[src/design/thst_pkg.sv]
`timescale 1ns / 1ps
// Shared types and codes for the typed handle slot table.
package thst_pkg;

  localparam logic [1:0] CMD_INSERT = 2'd0;
  localparam logic [1:0] CMD_LOOKUP = 2'd1;
  localparam logic [1:0] CMD_REMOVE = 2'd2;

  localparam logic [1:0] ST_OK   = 2'd0;
  localparam logic [1:0] ST_MISS = 2'd1;
  localparam logic [1:0] ST_FULL = 2'd2;

  localparam int SLOT_NUM_W = 6;

  typedef struct packed {
    logic [1:0]  command;
    logic [63:0] handle_value;
    logic [3:0]  handle_tag;
    logic [15:0] slot_index;
  } in_item_t;

  typedef struct packed {
    logic [1:0]            status;
    logic [SLOT_NUM_W-1:0] slot_number;
    logic [63:0]           found_value;
  } out_item_t;

  typedef struct packed {
    logic load;
    logic exec;
  } thst_ctl_t;

endpackage

[src/design/typed_handle_slot_table_core.sv]
`timescale 1ns / 1ps
// Typed handle slot table: insert into lowest free slot, lookup and remove by index.
//
// A command beat is taken when start is high and busy is low. The next cycle
// reads the entry RAM (registered read) and does the read-modify-write, with
// the lowest free slot picked by a priority encoder over the reserved flags;
// busy is high for that one cycle. The result is registered and shows on
// out_item with out_strobe, high for exactly one cycle, in the cycle after it,
// and must be taken then, as the receiver cannot hold it off. A new beat may
// be taken in that same cycle. No clearing pass is needed after reset.
module typed_handle_slot_table_core import thst_pkg::*; #(
  parameter int SLOTS     = 64,
  parameter int TYPE_BITS = 4
) (
  input  logic      clk,
  input  logic      rst_n,
  input  logic      start,
  output logic      busy,
  input  in_item_t  in_item,
  output out_item_t out_item,
  output logic      out_strobe
);

  thst_ctl_t ctl;

  thst_ctrl u_ctrl (
    .clk  (clk),
    .rst_n(rst_n),
    .start(start),
    .busy (busy),
    .ctl  (ctl)
  );

  thst_dp #(
    .SLOTS    (SLOTS),
    .TYPE_BITS(TYPE_BITS)
  ) u_dp (
    .clk       (clk),
    .rst_n     (rst_n),
    .ctl       (ctl),
    .in_item   (in_item),
    .out_item  (out_item),
    .out_strobe(out_strobe)
  );

endmodule

[src/design/thst_ram.sv]
`timescale 1ns / 1ps
// Generic single-write, single-read RAM with registered read data.
module thst_ram #(
  parameter int WIDTH = 8,
  parameter int DEPTH = 64
) (
  input  logic                     clk,
  input  logic                     we,
  input  logic [$clog2(DEPTH)-1:0] waddr,
  input  logic [WIDTH-1:0]         wdata,
  input  logic                     re,
  input  logic [$clog2(DEPTH)-1:0] raddr,
  output logic [WIDTH-1:0]         rdata
);

  logic [WIDTH-1:0] mem [DEPTH];

  always_ff @(posedge clk) begin
    if (we) begin
      mem[waddr] <= wdata;
    end
    if (re) begin
      rdata <= mem[raddr];
    end
  end

endmodule

[src/design/thst_ctrl.sv]
`timescale 1ns / 1ps
// Controller: accept a beat, then execute it in the S_EXEC state.
module thst_ctrl import thst_pkg::*; (
  input  logic      clk,
  input  logic      rst_n,
  input  logic      start,
  output logic      busy,
  output thst_ctl_t ctl
);

  typedef enum logic [1:0] {
    S_IDLE = 2'b01,
    S_EXEC = 2'b10
  } state_t;

  state_t state_r, state_nxt;

  always_comb begin
    state_nxt = state_r;
    case (state_r)
      S_IDLE: begin
        if (start) begin
          state_nxt = S_EXEC;
        end
      end
      S_EXEC: begin
        state_nxt = S_IDLE;
      end
      default: begin
        state_nxt = S_IDLE;
      end
    endcase
  end

  always_ff @(posedge clk) begin
    if (!rst_n) begin
      state_r <= S_IDLE;
    end else begin
      state_r <= state_nxt;
    end
  end

  assign busy     = (state_r != S_IDLE);
  assign ctl.load = start && (state_r == S_IDLE);
  assign ctl.exec = (state_r == S_EXEC);

endmodule

[src/design/thst_dp.sv]
`timescale 1ns / 1ps
// Datapath: reserved flags, slot count, free-slot encoder, entry RAM, result register.
module thst_dp import thst_pkg::*; #(
  parameter int SLOTS     = 64,
  parameter int TYPE_BITS = 4
) (
  input  logic      clk,
  input  logic      rst_n,
  input  thst_ctl_t ctl,
  input  in_item_t  in_item,
  output out_item_t out_item,
  output logic      out_strobe
);

  localparam int AW = $clog2(SLOTS);
  localparam int CW = $clog2(SLOTS + 1);
  localparam int EW = TYPE_BITS + 64;

  logic [1:0]           cmd_r;
  logic [63:0]          value_r;
  logic [TYPE_BITS-1:0] typ_r;
  logic [15:0]          idx_r;

  logic [SLOTS-1:0] reserved_r, reserved_nxt;
  logic [CW-1:0]    created_r, created_nxt;

  logic [EW-1:0]    rdata;
  logic             we;
  logic [AW-1:0]    waddr;

  logic [SLOTS-1:0] free;
  logic             any_free;
  logic [AW-1:0]    first_free;
  logic             in_range;
  logic             type_hit;
  logic [AW-1:0]    ins_slot;

  out_item_t        res;
  out_item_t        out_r;
  logic             strobe_r;

  thst_ram #(
    .WIDTH(EW),
    .DEPTH(SLOTS)
  ) u_ram (
    .clk  (clk),
    .we   (we),
    .waddr(waddr),
    .wdata({typ_r, value_r}),
    .re   (ctl.load),
    .raddr(in_item.slot_index[AW-1:0]),
    .rdata(rdata)
  );

  always_ff @(posedge clk) begin
    if (ctl.load) begin
      cmd_r   <= in_item.command;
      value_r <= in_item.handle_value;
      typ_r   <= TYPE_BITS'({{TYPE_BITS{1'b0}}, in_item.handle_tag});
      idx_r   <= in_item.slot_index;
    end
  end

  always_comb begin
    for (int i = 0; i < SLOTS; i++) begin
      free[i] = !reserved_r[i] && (CW'(i) < created_r);
    end
    any_free   = |free;
    first_free = '0;
    for (int i = SLOTS - 1; i >= 0; i--) begin
      if (free[i]) begin
        first_free = AW'(i);
      end
    end
  end

  assign in_range = {1'b0, idx_r} < 17'(created_r);
  assign type_hit = (rdata[EW-1:64] == typ_r);

  always_comb begin
    res          = '0;
    res.status   = ST_MISS;
    reserved_nxt = reserved_r;
    created_nxt  = created_r;
    we           = 1'b0;
    ins_slot     = any_free ? first_free : created_r[AW-1:0];
    waddr        = ins_slot;
    if (ctl.exec) begin
      case (cmd_r)
        CMD_INSERT: begin
          if (!any_free && (created_r == CW'(SLOTS))) begin
            res.status = ST_FULL;
          end else begin
            res.status           = ST_OK;
            res.slot_number      = SLOT_NUM_W'(ins_slot);
            reserved_nxt[ins_slot] = 1'b1;
            we                   = 1'b1;
            if (!any_free) begin
              created_nxt = created_r + CW'(1);
            end
          end
        end
        CMD_LOOKUP: begin
          if (in_range && reserved_r[idx_r[AW-1:0]] && type_hit) begin
            res.status      = ST_OK;
            res.found_value = rdata[63:0];
          end
        end
        CMD_REMOVE: begin
          if (in_range && type_hit) begin
            res.status                   = ST_OK;
            reserved_nxt[idx_r[AW-1:0]] = 1'b0;
          end
        end
        default: begin
          res.status = ST_MISS;
        end
      endcase
    end
  end

  always_ff @(posedge clk) begin
    if (!rst_n) begin
      reserved_r <= '0;
      created_r  <= '0;
      strobe_r   <= 1'b0;
    end else begin
      reserved_r <= reserved_nxt;
      created_r  <= created_nxt;
      strobe_r   <= ctl.exec;
    end
  end

  always_ff @(posedge clk) begin
    if (ctl.exec) begin
      out_r <= res;
    end
  end

  assign out_item   = out_r;
  assign out_strobe = strobe_r;

endmodule
[config.mk]
export PLATFORM = sky130hd
export DESIGN_NAME = typed_handle_slot_table_core
export DESIGN_NICKNAME = d
export VERILOG_FILES = /design/src/design/thst_pkg.sv /design/src/design/typed_handle_slot_table_core.sv /design/src/design/thst_ram.sv /design/src/design/thst_ctrl.sv /design/src/design/thst_dp.sv
export SDC_FILE = /design/constraint.sdc
export NUM_CORES = 2
export LEC_CHECK = 0
export BUFFER_PORTS_ARGS = -buffer_cell sky130_fd_sc_hd__buf_2
export CAP_MARGIN = 10
export CORE_MARGIN = 2
export CORE_UTILIZATION = 30
export DETAILED_ROUTE_END_ITERATION = 6
export PLACE_DENSITY = 0.55
export SYNTH_ARGS = -nofsm -noshare
export SYNTH_HDL_FRONTEND = slang
export SYNTH_MEMORY_MAX_BITS = 65536
export SYNTH_SLANG_ARGS = --single-unit
[constraint.sdc]
create_clock -name clk -period 9.2 [get_ports clk]
set_clock_uncertainty 0.2 [all_clocks]
set_input_delay 0.92 -clock clk [delete_from_list [all_inputs] [get_ports clk]]
set_output_delay 0.92 -clock clk [all_outputs]
set_load 0.02 [all_outputs]
-- After elaboration in Yosys (flattened, before gate mapping)
Memories as Yosys holds them, arrays and structs flattened. A register that Yosys moved wholly into a read port is not among the register bits.
Index checks and enable logic that the tools add are counted.
W data, S select, Z words.
- memories: 1
- bits of input ports: 89
- output and inout bits: 74
- RAM bits: 4352
- flip-flop bits (word level): 232
- logic and storage cells: 324
- magnitude comparators: 69
- reductions and logical operators: 144
- eq/ne operators: 9
- add/sub/neg operators: 1
- bitwise operators: 6
- multiplexer cells: 83
- memories (name ; words ; width ; rd ports ; clocked after Yosys merged registers in ; write ports ; line ; source):
    u_dp.u_ram.mem ; 64 ; 68 ; 1 ; 1 ; 1 ; thst_ram.sv:16 ; logic [WIDTH-1:0] mem [DEPTH];
- operators by type and width (cell ; number):
    $mux W6 ; 65
    $lt A6 B7 Y1 const A ; 32
    $mux W64 ; 2
    $pmux W64 S2 ; 1
    $lt A5 B7 Y1 const A ; 16
    $logic_and A1 B1 Y1 ; 71
    $logic_not A1 Y1 ; 65
    $and A64 B64 Y64 ; 1
    $not A64 Y64 ; 1
    $or A64 B64 Y64 ; 1
    $reduce_or A64 Y1 ; 1
    $lt A4 B7 Y1 const A ; 8
    $lt A3 B7 Y1 const A ; 4
    $lt A16 B7 Y1 ; 1
    $lt A1 B7 Y1 const A ; 2
    $lt A2 B7 Y1 const A ; 2
    $lt A6 B7 Y1 const B ; 2
    $demux W1 S6 ; 2
    $ge A6 B1 Y1 const B ; 2
    $mux W1 ; 10
    $reduce_and A4 Y1 ; 2
    $add A7 B1 Y7 const B ; 1
    $eq A7 B7 Y1 const B ; 1
    $bmux W1 S6 ; 1
    12 further kinds ; 18

-- Depth between registers and ports, before layout
- word-level depth: 74
- mapped depth: 15
- gate-level depth less buffers: 11

-- Cells and area by module
Synthesis repeated with hierarchy kept, for this count alone.
- cell total of the unflattened synthesis: 8099
- area, all modules: 177535.3 µm²
- by module, submodules not included (module ; cells each ; area an instance (µm²) ; times used ; sequential area each (µm²)):
    thst_ram ; 7077 ; 166195.6 ; 1 ; 132727.3
    thst_dp ; 1015 ; 11258.3 ; 1 ; 6185.9
    thst_ctrl ; 7 ; 81.3 ; 1 ; 40.0

-- Worst setup path after synthesis
OpenSTA, ideal clock, no wires.
- path kind: input port to flip-flop
- from: in start
- to: reg u_ctrl.state_r[0]
- data required time: 8.879 ns
- stages: 4
- data arrival time: 7.957 ns
- library setup time: 0.121 ns
- path buffers: 0
- path slack: 0.922 ns
- cell sequence: inv_1 -> nor2_1 -> and2_1 -> inv_1
- RTL lines (element ; line ; source):
    start, declared ; typed_handle_slot_table_core.sv:17 ; input logic start,
    end signal, assigned ; thst_ctrl.sv:39 ; state_r <= state_nxt;
    end, declared ; thst_ctrl.sv:16 ; state_t state_r, state_nxt;

-- Worst setup path after layout
- from: reg u_dp.created_r[1]
- to: mem u_dp.u_ram.mem[45][36] in the netlist's numbering, enable pin
- longest elaborated chain between the ends: 67
- elaborated cells on any way between the ends: 202
- classes of those cells: order compare (64); eq/ne (1); mux (70); reduce/logical (67)
- RTL lines (element ; line ; source):
    start, declared ; thst_dp.sv:25 ; logic [CW-1:0] created_r, created_nxt;
    start signal, assigned ; thst_dp.sv:129 ; created_r <= created_nxt;
    $lt A6 B7 Y1 ; thst_dp.sv:66 ; free[i] = !reserved_r[i] && (CW'(i) < created_r);
    $logic_and A1 B1 Y1 ; thst_dp.sv:66 ;
    $mux W6 (64 in series) ; thst_dp.sv:71 ; if (free[i]) begin
    $mux W6 ; thst_dp.sv:86 ; ins_slot = any_free ? first_free : created_r[AW-1:0];
    end, declared ; thst_ram.sv:16 ;
Parallel ways exist; a longest one is shown, timed or not.

==> results.md <==
- Crit Path Max Fanout: 30
- Max-slew headroom: 0.191
- Post-route cell area: 206000 µm²
- Avg WL per Cell: between 30 and 40 µm
- Setup Buffers After CTS: 0
- Sequential element share of the synthesized area: 0.782
- Vias in the first global route: between 80k and 90k
- Worst Hold Class: in -> reg
- Clock tree buffer depth: 4
- CTS tree: built
- Port Buffers: 162
- Final hold violation count: 0
- Grt ovf: 0
- Critical path's top delay family: simple AND/OR/NAND/NOR gates
- Largest area contributor in the synthesized netlist: edfxtp_1
- Setup TNS: 0 ns
- Worst Path Buf+Inv: 2
- VDD IR max: 0.178 mV
- Asr flop ratio synth: 0
- Arrival @ worst endpoint: 7.26 ns
- Core Box Area: 590000 µm²
- Final Cycle Share: 0.741
- Root Buffer: clkbuf_16
- Max cap viols: 0
- Final-layout fill cell count: approximately 54k
- Starting Density: 0.301
- Final HPWL DP: roughly 280 mm
- Die width: about 770 µm
- Final Wtd Congestion: ~0.82
- Sequence of cells on the critical path: buf_4, a21oi_1, a21oi_1, o41ai_1, nand2_1, nor4b_4, nand2_2, o21ai_2, and3_1, nand2_2, nor2_4, buf_12
- Final setup viols: 0
- # IOs: 163
- Die area: 598000 µm²
- Final nets: ~7.9k
- Crit-path slowest cell: o41ai_1
- Global-route wire length before repair: approximately 700 mm
- Vias per inst: 5.21
- Outcome: finished, final reports clean
- Gr usage total: 0.164
- Element type at the critical path end: register
- Detailed Route Iter0 Violations: roughly 11k
- EDFF count, synth: 4578
- Startpoint Class: register
- Routed wire length: just over 500 mm
- Syn Nets: around 7.4k
- RSZ-0062 raised after global routing: no
- Area contributors post-synth: edfxtp_1 77%, mux4_2 18%, dfxtp_1 0.83%
- LEAKAGE: between 60 and 70 nW
- Worst-path clk slew: around 0.06 ns
- CTS buffer count: approximately 470
- Final Max Tran Viols: 0
- Min Tclk post-route: roughly 7 ns
- Post-route ant nets: 0
- Area Overhead vs Synth: 16.1%
- Hold Crit Depth: 1
- Dpl cell area: ~190000 µm²
- Syn Area/Cell: 24.5 µm²
- Syn Inst Count: ~7.3k
- Area of the multi-input gates: about 38000 µm²
- Largest net degree at the start of global routing: 140
- Critical path class: reg -> reg
- Top_reg_cell synth: edfxtp_1
- Clock Latency Late Sink: 1.04 ns
- Post-synth cell types: 85
- Area taken by flip-flops and latches: between 100000 and 150000 µm²
- Drt pass-1 iters: 6
- Synth warn: 0
- Row count: 282
- Post-route DRC violation count: 0
- Slew @ Worst Pin: between 1 and 1.5 ns
- Share of cells above drive strength 1: 0.319
- Synth Cell Area: approximately 180000 µm²
- Reg2reg path depth: 12
- Final WS setup: ~2.4 ns
- Worst endpoint required time: 9.64 ns
- Max incr delay on CP: 0.96 ns
- # clock sinks: 4652
- Initial antenna violation count: 35
- Power per cell area: 216 nW/µm²
- Number of cells on the critical path: 12
- DR vias: 83.7k
- Worst slack, placed: ~2.5 ns
- Die Span Y: approximately 770 µm
- Fmax: roughly 0.15 GHz
- Yosys reg bits: ~4.7k
- H-tree levels: 5
- Synth top area share: 0.774
[synth_stat cells (8+ instances only)]
| master | number |
|---|---|
| dfxtp_1 | 74 |
| nor2_1 | 111 |
| o21bai_1 | 9 |
| o21ai_1 | 20 |
| o211ai_1 | 74 |
| nand2b_1 | 18 |
| nand3_1 | 16 |
| inv_1 | 21 |
| nor2b_1 | 9 |
| nand4_1 | 8 |
| or4_1 | 8 |
| mux4_2 | 1438 |
| buf_2 | 14 |
| o22ai_1 | 10 |
| and3_1 | 66 |
| buf_1 | 79 |
| nor3_1 | 17 |
| and2_1 | 11 |
| a21oi_1 | 56 |
| nand2_1 | 48 |
| a211oi_1 | 21 |
| nor4_1 | 11 |
| ha_1 | 8 |
| buf_6 | 12 |
| a21o_1 | 11 |
| or3_1 | 11 |
| clkbuf_1 | 285 |
| o21ai_0 | 87 |
| edfxtp_1 | 4578 |
[state kept, by name, summed over array words and instances (netlist names)]
register / flops
u_dp.u_ram.mem: 4352
u_dp.out_strobe: 1
u_dp.value_r: 64
u_dp.cmd_r: 2
u_dp.out_item: 72
u_ctrl.state_r: 2
u_dp.typ_r: 4
u_dp.idx_r: 16
u_dp.created_r: 7
u_dp.u_ram.rdata: 68
u_dp.reserved_r: 64
[cell families after synthesis]
group | synth area share
compound gates | 0.0131
xor+xnor | 0.000345
fa+ha+maj | 0.000563
buf+inv | 0.00948
flops | 0.782
mux | 0.183
simple gates | 0.0115
[routing by layer]
layer	share of wire	track usage	up-vias
met3	0.075	0.0266	660
li1	-	-	32900
met4	0.022	0.0349	6
met5	0.00059	0	-
met2	0.48	0.266	3730
met1	0.42	0.234	46400
[per-stage QoR]
stage | total power, mW | utilization | hold WS (ns) | cells
after floorplan | 25.1 | - | 0.284 | 7256
after global placement | 25.9 | 0.322 | 0.337 | 15100
after detailed placement | 25.9 | 0.322 | 0.340 | 15100
after CTS | 45.1 | 0.350 | 0.0970 | 16100
after global routing | 45.9 | 0.350 | 0.139 | 16100
final | 44.6 | 0.350 | 0.161 | 16100
[area by class of cell]
type / instances / share of cell area
flip-flops and latches: 4652 / 0.673
multi-input cells: 2188 / 0.182
clock buffers: 566 / 0.0594
well taps: 7810 / 0.0474
repair buffers: 509 / 0.0220
clock inverters: 306 / 0.0152
inverters: 22 / 0.000424
diodes: 17 / 0.000206
[cell usage in the layout, fill, tap and decap left out, types with 70 or more instances in the layout]
cell type	instances
edfxtp_1	4578
mux4_2	1438
clkbuf_16	476
buf_4	198
buf_2	156
clkinv_1	129
clkbuf_1	89
o21ai_0	87
dlygate4sd3_1	80
o211ai_1	74
dfxtp_1	74
buf_12	70
[path summary, 6_finish.rpt]
kind	end	startpoint	slack (ns)
worst max-delay path	u_dp.u_ram.mem[45][36]$_DFFE_PP_	u_dp.created_r[1]$_SDFFE_PN0P_	2.38
worst min-delay path	u_dp.idx_r[0]$_DFFE_PP_	in_item[0]	0.16
worst max register to register	u_dp.u_ram.mem[45][36]$_DFFE_PP_	u_dp.created_r[1]$_SDFFE_PN0P_	2.38
worst min register to register	u_dp.out_item[25]$_SDFFCE_PN0P_	u_dp.u_ram.rdata[25]$_DFFE_PP_	0.33
[repair_timing]
item                                    CTS  global route
endpoints found under the hold margin    80             0
endpoints found under the setup margin    0             0
hold buffers                             80             0
gates resized for setup                   0             0
[power by group]
part | internal [mW] | switching (mW) | total [mW]
clock | 10.9 | 8.28 | 19.2
combinational | 0.772 | 1.24 | 2.01
sequential | 23.4 | 0.0251 | 23.4
total | 35.1 | 9.55 | 44.6
[worst reg2reg max path, delay by kind of cell (launching register included)]
family | cells | cell delay [ns]
AOI/OAI and AO/OA | 4 | 2.45
buffers and inverters | 2 | 0.59
DFF | 1 | 0.30
and+or+nand+nor | 6 | 2.77
No activity file was read; power rests on OpenSTA's default activity.
